**src/rtl/core/qdp_pkg.sv**
```systemverilog
// Package with the shared types, constants and weight decoding of the quantized dot product.
`default_nettype none
package qdp_pkg;

	localparam int unsigned ACT_W   = 16;
	localparam int unsigned CODE_W  = 16;
	localparam int unsigned SCALE_W = 24;
	localparam int unsigned FMT_W   = 2;
	localparam int unsigned SUM_W   = 48;
	localparam int unsigned RES_W   = 32;
	localparam int unsigned PROD_W  = ACT_W + CODE_W;
	localparam int unsigned HI_W    = SUM_W - 16;
	localparam int unsigned MUL_A_W = HI_W + 1;
	localparam int unsigned MUL_P_W = MUL_A_W + SCALE_W;
	localparam int unsigned PHI_W   = HI_W + SCALE_W;
	localparam int unsigned PLO_W   = 17 + SCALE_W;
	localparam int unsigned VAL_W   = MUL_P_W;

	localparam logic [FMT_W-1:0] FMT_Q412 = 2'd0;
	localparam logic [FMT_W-1:0] FMT_INT8 = 2'd1;
	localparam logic [FMT_W-1:0] FMT_INT4 = 2'd2;
	localparam logic [FMT_W-1:0] FMT_INT2 = 2'd3;

	typedef struct packed {
		logic acc;
		logic close;
		logic mul_hi;
		logic mul_lo;
		logic load_out;
	} qdp_cmd_t;

	function automatic logic signed [CODE_W-1:0] decode_weight(
		input logic [FMT_W-1:0]  fmt,
		input logic [CODE_W-1:0] code
	);
		logic signed [CODE_W-1:0] w;
		case (fmt)
			FMT_Q412: w = code;
			FMT_INT8: w = {{8{code[7]}}, code[7:0]};
			FMT_INT4: w = {12'd0, code[3:0]} - 16'sd8;
			FMT_INT2: w = {14'd0, code[1:0]} - 16'sd2;
			default:  w = code;
		endcase
		return w;
	endfunction

endpackage
`default_nettype wire

```
**src/rtl/core/qdp_ctrl.sv**
```systemverilog
// Controller state machine that sequences accumulation and the closing of a row.
`default_nettype none
module qdp_ctrl (
	input  wire logic            clk,
	input  wire logic            arst_n,
	input  wire logic            in_valid,
	input  wire logic            last_of_row,
	output logic                 in_stall,
	output logic                 out_valid,
	input  wire logic            out_stall,
	output qdp_pkg::qdp_cmd_t    cmd
);

	localparam logic [1:0] ST_IDLE = 2'd0;
	localparam logic [1:0] ST_MHI  = 2'd1;
	localparam logic [1:0] ST_MLO  = 2'd2;
	localparam logic [1:0] ST_FIN  = 2'd3;

	logic [1:0] state_q;
	logic [1:0] state_d;
	logic       out_valid_q;
	logic       accept;

	assign in_stall  = (state_q != ST_IDLE);
	assign accept    = in_valid && !in_stall;
	assign out_valid = out_valid_q;

	always_comb begin
		state_d      = state_q;
		cmd          = '0;
		cmd.acc      = accept;
		cmd.close    = accept && last_of_row;
		case (state_q)
			ST_IDLE: begin
				if (accept && last_of_row) state_d = ST_MHI;
			end
			ST_MHI: begin
				cmd.mul_hi = 1'b1;
				state_d    = ST_MLO;
			end
			ST_MLO: begin
				cmd.mul_lo = 1'b1;
				state_d    = ST_FIN;
			end
			ST_FIN: begin
				if (!out_valid_q || !out_stall) begin
					cmd.load_out = 1'b1;
					state_d      = ST_IDLE;
				end
			end
			default: state_d = ST_IDLE;
		endcase
	end

	always_ff @(posedge clk or negedge arst_n) begin
		if (!arst_n) begin
			state_q     <= ST_IDLE;
			out_valid_q <= 1'b0;
		end else begin
			state_q <= state_d;
			if (cmd.load_out) out_valid_q <= 1'b1;
			else if (out_valid_q && !out_stall) out_valid_q <= 1'b0;
		end
	end

endmodule
`default_nettype wire

```
**src/rtl/core/qdp_datapath.sv**
```systemverilog
// Datapath with the multiply-accumulate, the row scaling multiplier and the saturating output register.
`default_nettype none
module qdp_datapath (
	input  wire logic                                    clk,
	input  wire logic                                    arst_n,
	input  wire logic                                    cfg_write,
	input  wire logic [qdp_pkg::FMT_W-1:0]               cfg_data,
	input  wire logic signed [qdp_pkg::ACT_W-1:0]        activation,
	input  wire logic [qdp_pkg::CODE_W-1:0]              weight_code,
	input  wire logic signed [qdp_pkg::SCALE_W-1:0]      row_scale,
	input  wire qdp_pkg::qdp_cmd_t                       cmd,
	output logic signed [qdp_pkg::RES_W-1:0]             dot_result,
	output logic                                         saturated
);

	logic [qdp_pkg::FMT_W-1:0]               weight_format_q;
	logic [qdp_pkg::FMT_W-1:0]               fmt_q;
	logic signed [qdp_pkg::SUM_W-1:0]        sum_q;
	logic signed [qdp_pkg::SUM_W-1:0]        fin_sum_q;
	logic signed [qdp_pkg::SCALE_W-1:0]      scale_q;
	logic signed [qdp_pkg::PHI_W-1:0]        p_hi_q;
	logic signed [qdp_pkg::PLO_W-1:0]        p_lo_q;
	logic signed [qdp_pkg::RES_W-1:0]        result_q;
	logic                                    sat_q;

	logic signed [qdp_pkg::CODE_W-1:0]       weight;
	logic signed [qdp_pkg::PROD_W-1:0]       mac_prod;
	logic signed [qdp_pkg::SUM_W-1:0]        sum_next;
	logic signed [qdp_pkg::MUL_A_W-1:0]      mul_a;
	logic signed [qdp_pkg::MUL_P_W-1:0]      mul_p;
	logic signed [qdp_pkg::VAL_W-1:0]        val;
	logic                                    over;

	assign weight   = qdp_pkg::decode_weight(weight_format_q, weight_code);
	assign mac_prod = activation * weight;
	assign sum_next = sum_q + qdp_pkg::SUM_W'(mac_prod);

	// The high part of the sum is signed, the low sixteen bits are unsigned.
	assign mul_a = cmd.mul_hi ? {fin_sum_q[qdp_pkg::SUM_W-1], fin_sum_q[qdp_pkg::SUM_W-1:16]}
	                          : {{(qdp_pkg::MUL_A_W-16){1'b0}}, fin_sum_q[15:0]};
	assign mul_p = mul_a * scale_q;

	always_comb begin
		if (fmt_q == qdp_pkg::FMT_Q412) begin
			val = qdp_pkg::VAL_W'(fin_sum_q >>> 12);
		end else begin
			val = qdp_pkg::VAL_W'(p_hi_q) + qdp_pkg::VAL_W'(p_lo_q >>> 16);
		end
		over = (val[qdp_pkg::VAL_W-1:qdp_pkg::RES_W-1] != '0)
		    && (val[qdp_pkg::VAL_W-1:qdp_pkg::RES_W-1] != '1);
	end

	always_ff @(posedge clk or negedge arst_n) begin
		if (!arst_n) begin
			weight_format_q <= qdp_pkg::FMT_Q412;
			sum_q           <= '0;
		end else begin
			if (cfg_write) weight_format_q <= cfg_data;
			if (cmd.acc) sum_q <= cmd.close ? '0 : sum_next;
		end
	end

	always_ff @(posedge clk) begin
		if (cmd.close) begin
			fin_sum_q <= sum_next;
			scale_q   <= row_scale;
			fmt_q     <= weight_format_q;
		end
		if (cmd.mul_hi) p_hi_q <= mul_p[qdp_pkg::PHI_W-1:0];
		if (cmd.mul_lo) p_lo_q <= mul_p[qdp_pkg::PLO_W-1:0];
		if (cmd.load_out) begin
			sat_q <= over;
			if (!over) result_q <= val[qdp_pkg::RES_W-1:0];
			else if (val[qdp_pkg::VAL_W-1]) result_q <= {1'b1, {(qdp_pkg::RES_W-1){1'b0}}};
			else result_q <= {1'b0, {(qdp_pkg::RES_W-1){1'b1}}};
		end
	end

	assign dot_result = result_q;
	assign saturated  = sat_q;

endmodule
`default_nettype wire

```
**src/rtl/core/quantized_dot_product.sv**
```systemverilog
// Top level of the quantized dot product engine.
// The input channel (in_valid, in_stall) carries one item per element of a row: an
// activation, a weight code, the row scale and last_of_row. An item is taken at a
// rising edge with in_valid high and in_stall low. Items that do not close a row are
// accumulated at one item per cycle by the multiply-accumulate unit while the input
// is not stalled. An item with last_of_row set closes the row: the input is stalled
// while the shared scaling multiplier forms the high and low partial products of the
// sum times row_scale, and then the result is written to the output register. The
// output channel (out_valid, out_stall) delivers dot_result and saturated. While the
// receiver stalls, the result is held; the block goes on accumulating the next row
// and waits before its own closing result only if the output register is still full.
// The user must write the weight format through cfg_write and cfg_data only while
// the block is idle; the block does not enforce this. Reset clears the running sum,
// the weight format and the output valid flag.
`default_nettype none
module quantized_dot_product (
	input  wire logic                                clk,
	input  wire logic                                arst_n,
	input  wire logic                                cfg_write,
	input  wire logic [qdp_pkg::FMT_W-1:0]           cfg_data,
	input  wire logic                                in_valid,
	output logic                                     in_stall,
	input  wire logic signed [qdp_pkg::ACT_W-1:0]    activation,
	input  wire logic [qdp_pkg::CODE_W-1:0]          weight_code,
	input  wire logic signed [qdp_pkg::SCALE_W-1:0]  row_scale,
	input  wire logic                                last_of_row,
	output logic                                     out_valid,
	input  wire logic                                out_stall,
	output logic signed [qdp_pkg::RES_W-1:0]         dot_result,
	output logic                                     saturated
);

	qdp_pkg::qdp_cmd_t cmd;

	qdp_ctrl u_ctrl (
		.clk         (clk),
		.arst_n      (arst_n),
		.in_valid    (in_valid),
		.last_of_row (last_of_row),
		.in_stall    (in_stall),
		.out_valid   (out_valid),
		.out_stall   (out_stall),
		.cmd         (cmd)
	);

	qdp_datapath u_datapath (
		.clk         (clk),
		.arst_n      (arst_n),
		.cfg_write   (cfg_write),
		.cfg_data    (cfg_data),
		.activation  (activation),
		.weight_code (weight_code),
		.row_scale   (row_scale),
		.cmd         (cmd),
		.dot_result  (dot_result),
		.saturated   (saturated)
	);

endmodule
`default_nettype wire

```
**config.mk**
```make
export PLATFORM = sky130hd
export DESIGN_NAME = quantized_dot_product
export DESIGN_NICKNAME = d
export VERILOG_FILES = /design/src/rtl/core/qdp_pkg.sv /design/src/rtl/core/qdp_ctrl.sv /design/src/rtl/core/qdp_datapath.sv /design/src/rtl/core/quantized_dot_product.sv
export SDC_FILE = /design/constraint.sdc
export NUM_CORES = 2
export LEC_CHECK = 0
export ABC_CLOCK_PERIOD_IN_PS = 12100
export BUFFER_PORTS_ARGS = -buffer_cell sky130_fd_sc_hd__buf_2
export CAP_MARGIN = 20
export CELL_PAD_IN_SITES_DETAIL_PLACEMENT = 1
export CELL_PAD_IN_SITES_GLOBAL_PLACEMENT = 1
export CORE_MARGIN = 5
export CORE_UTILIZATION = 30
export DETAILED_ROUTE_END_ITERATION = 7
export PLACE_DENSITY = 0.57
export SLEW_MARGIN = 10
export SYNTH_ARGS = -nofsm -noshare
export SYNTH_HDL_FRONTEND = slang
export SYNTH_SLANG_ARGS = --single-unit
```
**constraint.sdc**
```tcl
create_clock -name clk -period 12.1 [get_ports clk]
set_clock_uncertainty 0.05 [all_clocks]
set_input_delay 0 -clock clk [delete_from_list [all_inputs] [get_ports clk]]
set_output_delay 0 -clock clk [all_outputs]
set_load 0.02 [all_outputs]
```
==> results.cfg <==
[logic_synthesis]
syn_inst = 5499
yosysSeqAreaShare_pct = 13.24
synthXorXnorAreaFrac_pct = 2.461
ys_ff_latch = 241
synth_area_sq_mm = 0.05267
synthTopCellsByArea = fa_1 (44%), edfxtp_1 (11%), inv_1 (8.7%)
synth.distinct_cells = 84
yosys_warnings = 0
synth_adder_area_share_pct = 51.68
synth_compound_area_share_pct = 7.525
async_reset_ff_share_pct = 21.99
synth_edf_count = 188
synth-main-ff-cell = edfxtp_1
avgSynthCellArea_sq_um = 9.578
synth_top_area_share_pct = 43.56
synth_top_family_by_area = adder cells
yosys.area_share.simple_pct = 14.16
syn_nets = 7051
yosysTopAreaCell = fa_1
synthMuxAreaShare_pct = 0.4418

[clocking]
clk_latency_ns = 0.63
cts_tree = done
numCtsBuffers = 29
htreeDepth = 1
post_cts_buffers = 0
clk_path_buf_depth = 3
clkTransAtPathRegs_ns = 0.07
clock_sinks = 241
cts_root_buf = clkbuf_16

[place]
place_congestion = 0.8557
placedInstanceArea_sq_mm = 0.05575
portBuffers = 98
dpl.hpwl_microns = 136000

[global_routing]
grt_first_pass_wirelength_microns = 261900
grt_max_degree = 128
grt_antenna_before_repair = 9
grt_use_total_pct = 18.08
grt_pass1_vias = 43440
overflow = 0

[cells_and_area]
area_delta_synth_final_pct = 8.214
nets = 7042
mostFrequentLayoutCell = inv_1
final_area_sq_mm = 0.05700
mostFrequentLayoutCells = inv_1 (1222), fa_1 (1145), nand2_1 (693)
fillers = 20140
post_route_cells_drive_above_1_share_pct = 4.952

[routing]
ant_nets = 0
wl_microns = 163600
wl_per_cell_microns = 20.86
drt_iter0_drc = 1629
via_count = 37550
drtPass1Iterations = 5
drc = 0
vias_per_cell = 4.789

[sta]
period_share_pct = 84.57
final_hold_viol_count = 0
rsz0062_at_grt = false
fmaxAchievable_mhz = 97.73
fin_tns_setup_ns = 0
worst_pin_slew_ns = 1.043
finalSetupViolations = 0
slew_violations = 0
fin_crit_ns = 10.23
slew_headroom_pct = 30.45

[worst_setup_path]
path_max_fanout = 127
arrival_ns = 10.53
cp_top_family = adder cells
required_ns = 12.39
crit_path_end_kind = flip-flop
crit_type = flip-flop to flip-flop
critPathLaunchType = flip-flop
cpMostUsedCell = fa_1
r2r_slack_ns = 1.87
cp_slowest_cell = and2_1
cp_slowest_stage_delay_ns = 0.74
path_buf_inv = 5

[die]
fp.dieW_microns = 429.0
num_rows = 153
die_area_sq_mm = 0.1841
design.core.area_sq_mm = 0.1742
io_pins = 99
floorplan.initialDensity_pct = 30.24
die_height_microns = 429.0

[worst_hold_path]
hold_class = primary input to flip-flop

[job]
max-cap-violations = 0

[outcome]
status = complete, no violations
==> through the flow <==
step | std cells | setup WS, ns | hold WS, ns | utilization (%)
floorplan | 5499 | 1.962 | -0.3456 | -
global placement | 7751 | 2.112 | 0.1289 | 31.99
detailed placement | 7752 | 1.901 | 0.1284 | 32.00
CTS | 7838 | 1.830 | 0.003358 | 32.71
global route | 7839 | 1.318 | 0.02367 | 32.72
finish | 7841 | 1.868 | 0.05619 | 32.72
==> cell families (layout without fill, tap and decap cells) <==
| kind of cell | count (synthesis) | count (layout) |
|---|---|---|
| AOI/OAI and AO/OA | 600 | 600 |
| other | 0 | 3 |
| buffers and inverters | 1466 | 1480 |
| and+or+nand+nor | 1535 | 1535 |
| adders and majority gates | 1488 | 1488 |
| muxes | 21 | 21 |
| xor gates and xnor gates | 148 | 148 |
| DFF | 241 | 241 |
==> cells in the mapped netlist, types with 76 or more instances <==
library cell / number
and3_1: 147
edfxtp_1: 188
clkbuf_1: 226
o21ai_0: 104
xnor2_1: 108
inv_1: 1222
and2_1: 282
fa_1: 1146
ha_1: 342
nor2_1: 147
a21o_1: 76
a21oi_1: 174
nand2_1: 694
==> flip-flops by register name, indices dropped and copies added (netlist names) <==
register                    cells
u_datapath.scale_q             24
u_datapath.fmt_q                2
u_datapath.weight_format_q      2
u_datapath.p_lo_q              25
u_datapath.sum_q               48
u_datapath.fin_sum_q           48
u_ctrl.state_q                  2
u_datapath.dot_result          32
u_datapath.p_hi_q              56
u_datapath.saturated            1
u_ctrl.out_valid                1
==> what timing repair did <==
| action | 4_1_cts | 5_1_grt |
|---|---|---|
| hold endpoints to repair | 88 | 0 |
| gates resized for setup | 0 | 0 |
| hold buffers | 32 | 0 |
==> final timing paths <==
kind,startpoint,to,cells past startpoint
max in group asynchronous,arst_n,u_datapath.sum_q[39],3
worst max register to register,u_ctrl.state_q[1],u_datapath.p_hi_q[55],28
worst min-delay path,row_scale[19],u_datapath.scale_q[19],2
worst min register to register,u_datapath.sum_q[2],u_datapath.sum_q[2],2
worst max-delay path,u_ctrl.state_q[1],u_datapath.p_hi_q[55],28
min in group asynchronous,arst_n,u_datapath.sum_q[33],3
==> final cells by class <==
cell class / count / area (sq um) / area share [%]
multi-input cells: 3792 / 40220 / 70.56
flip-flops and latches: 241 / 6972 / 12.23
inverters: 1223 / 4591 / 8.054
well taps: 2325 / 2909 / 5.104
repair buffers: 203 / 1375 / 2.412
clock buffers: 32 / 737.0 / 1.293
clock inverters: 22 / 187.7 / 0.3293
diodes: 3 / 7.507 / 0.01317
==> per-layer routing <==
layer	vias to the layer above	share of wire, %	global-route usage (%)
met3	128	2.8	1.123
li1	16860	-	-
met2	481	50	32.15
met4	0	1.9	3.302
met5	-	0	0
met1	20080	45	24.56
Power is left out: the tool's default activity adds up to more than one toggle a clock period on the data nets, which glitch-free logic cannot reach.
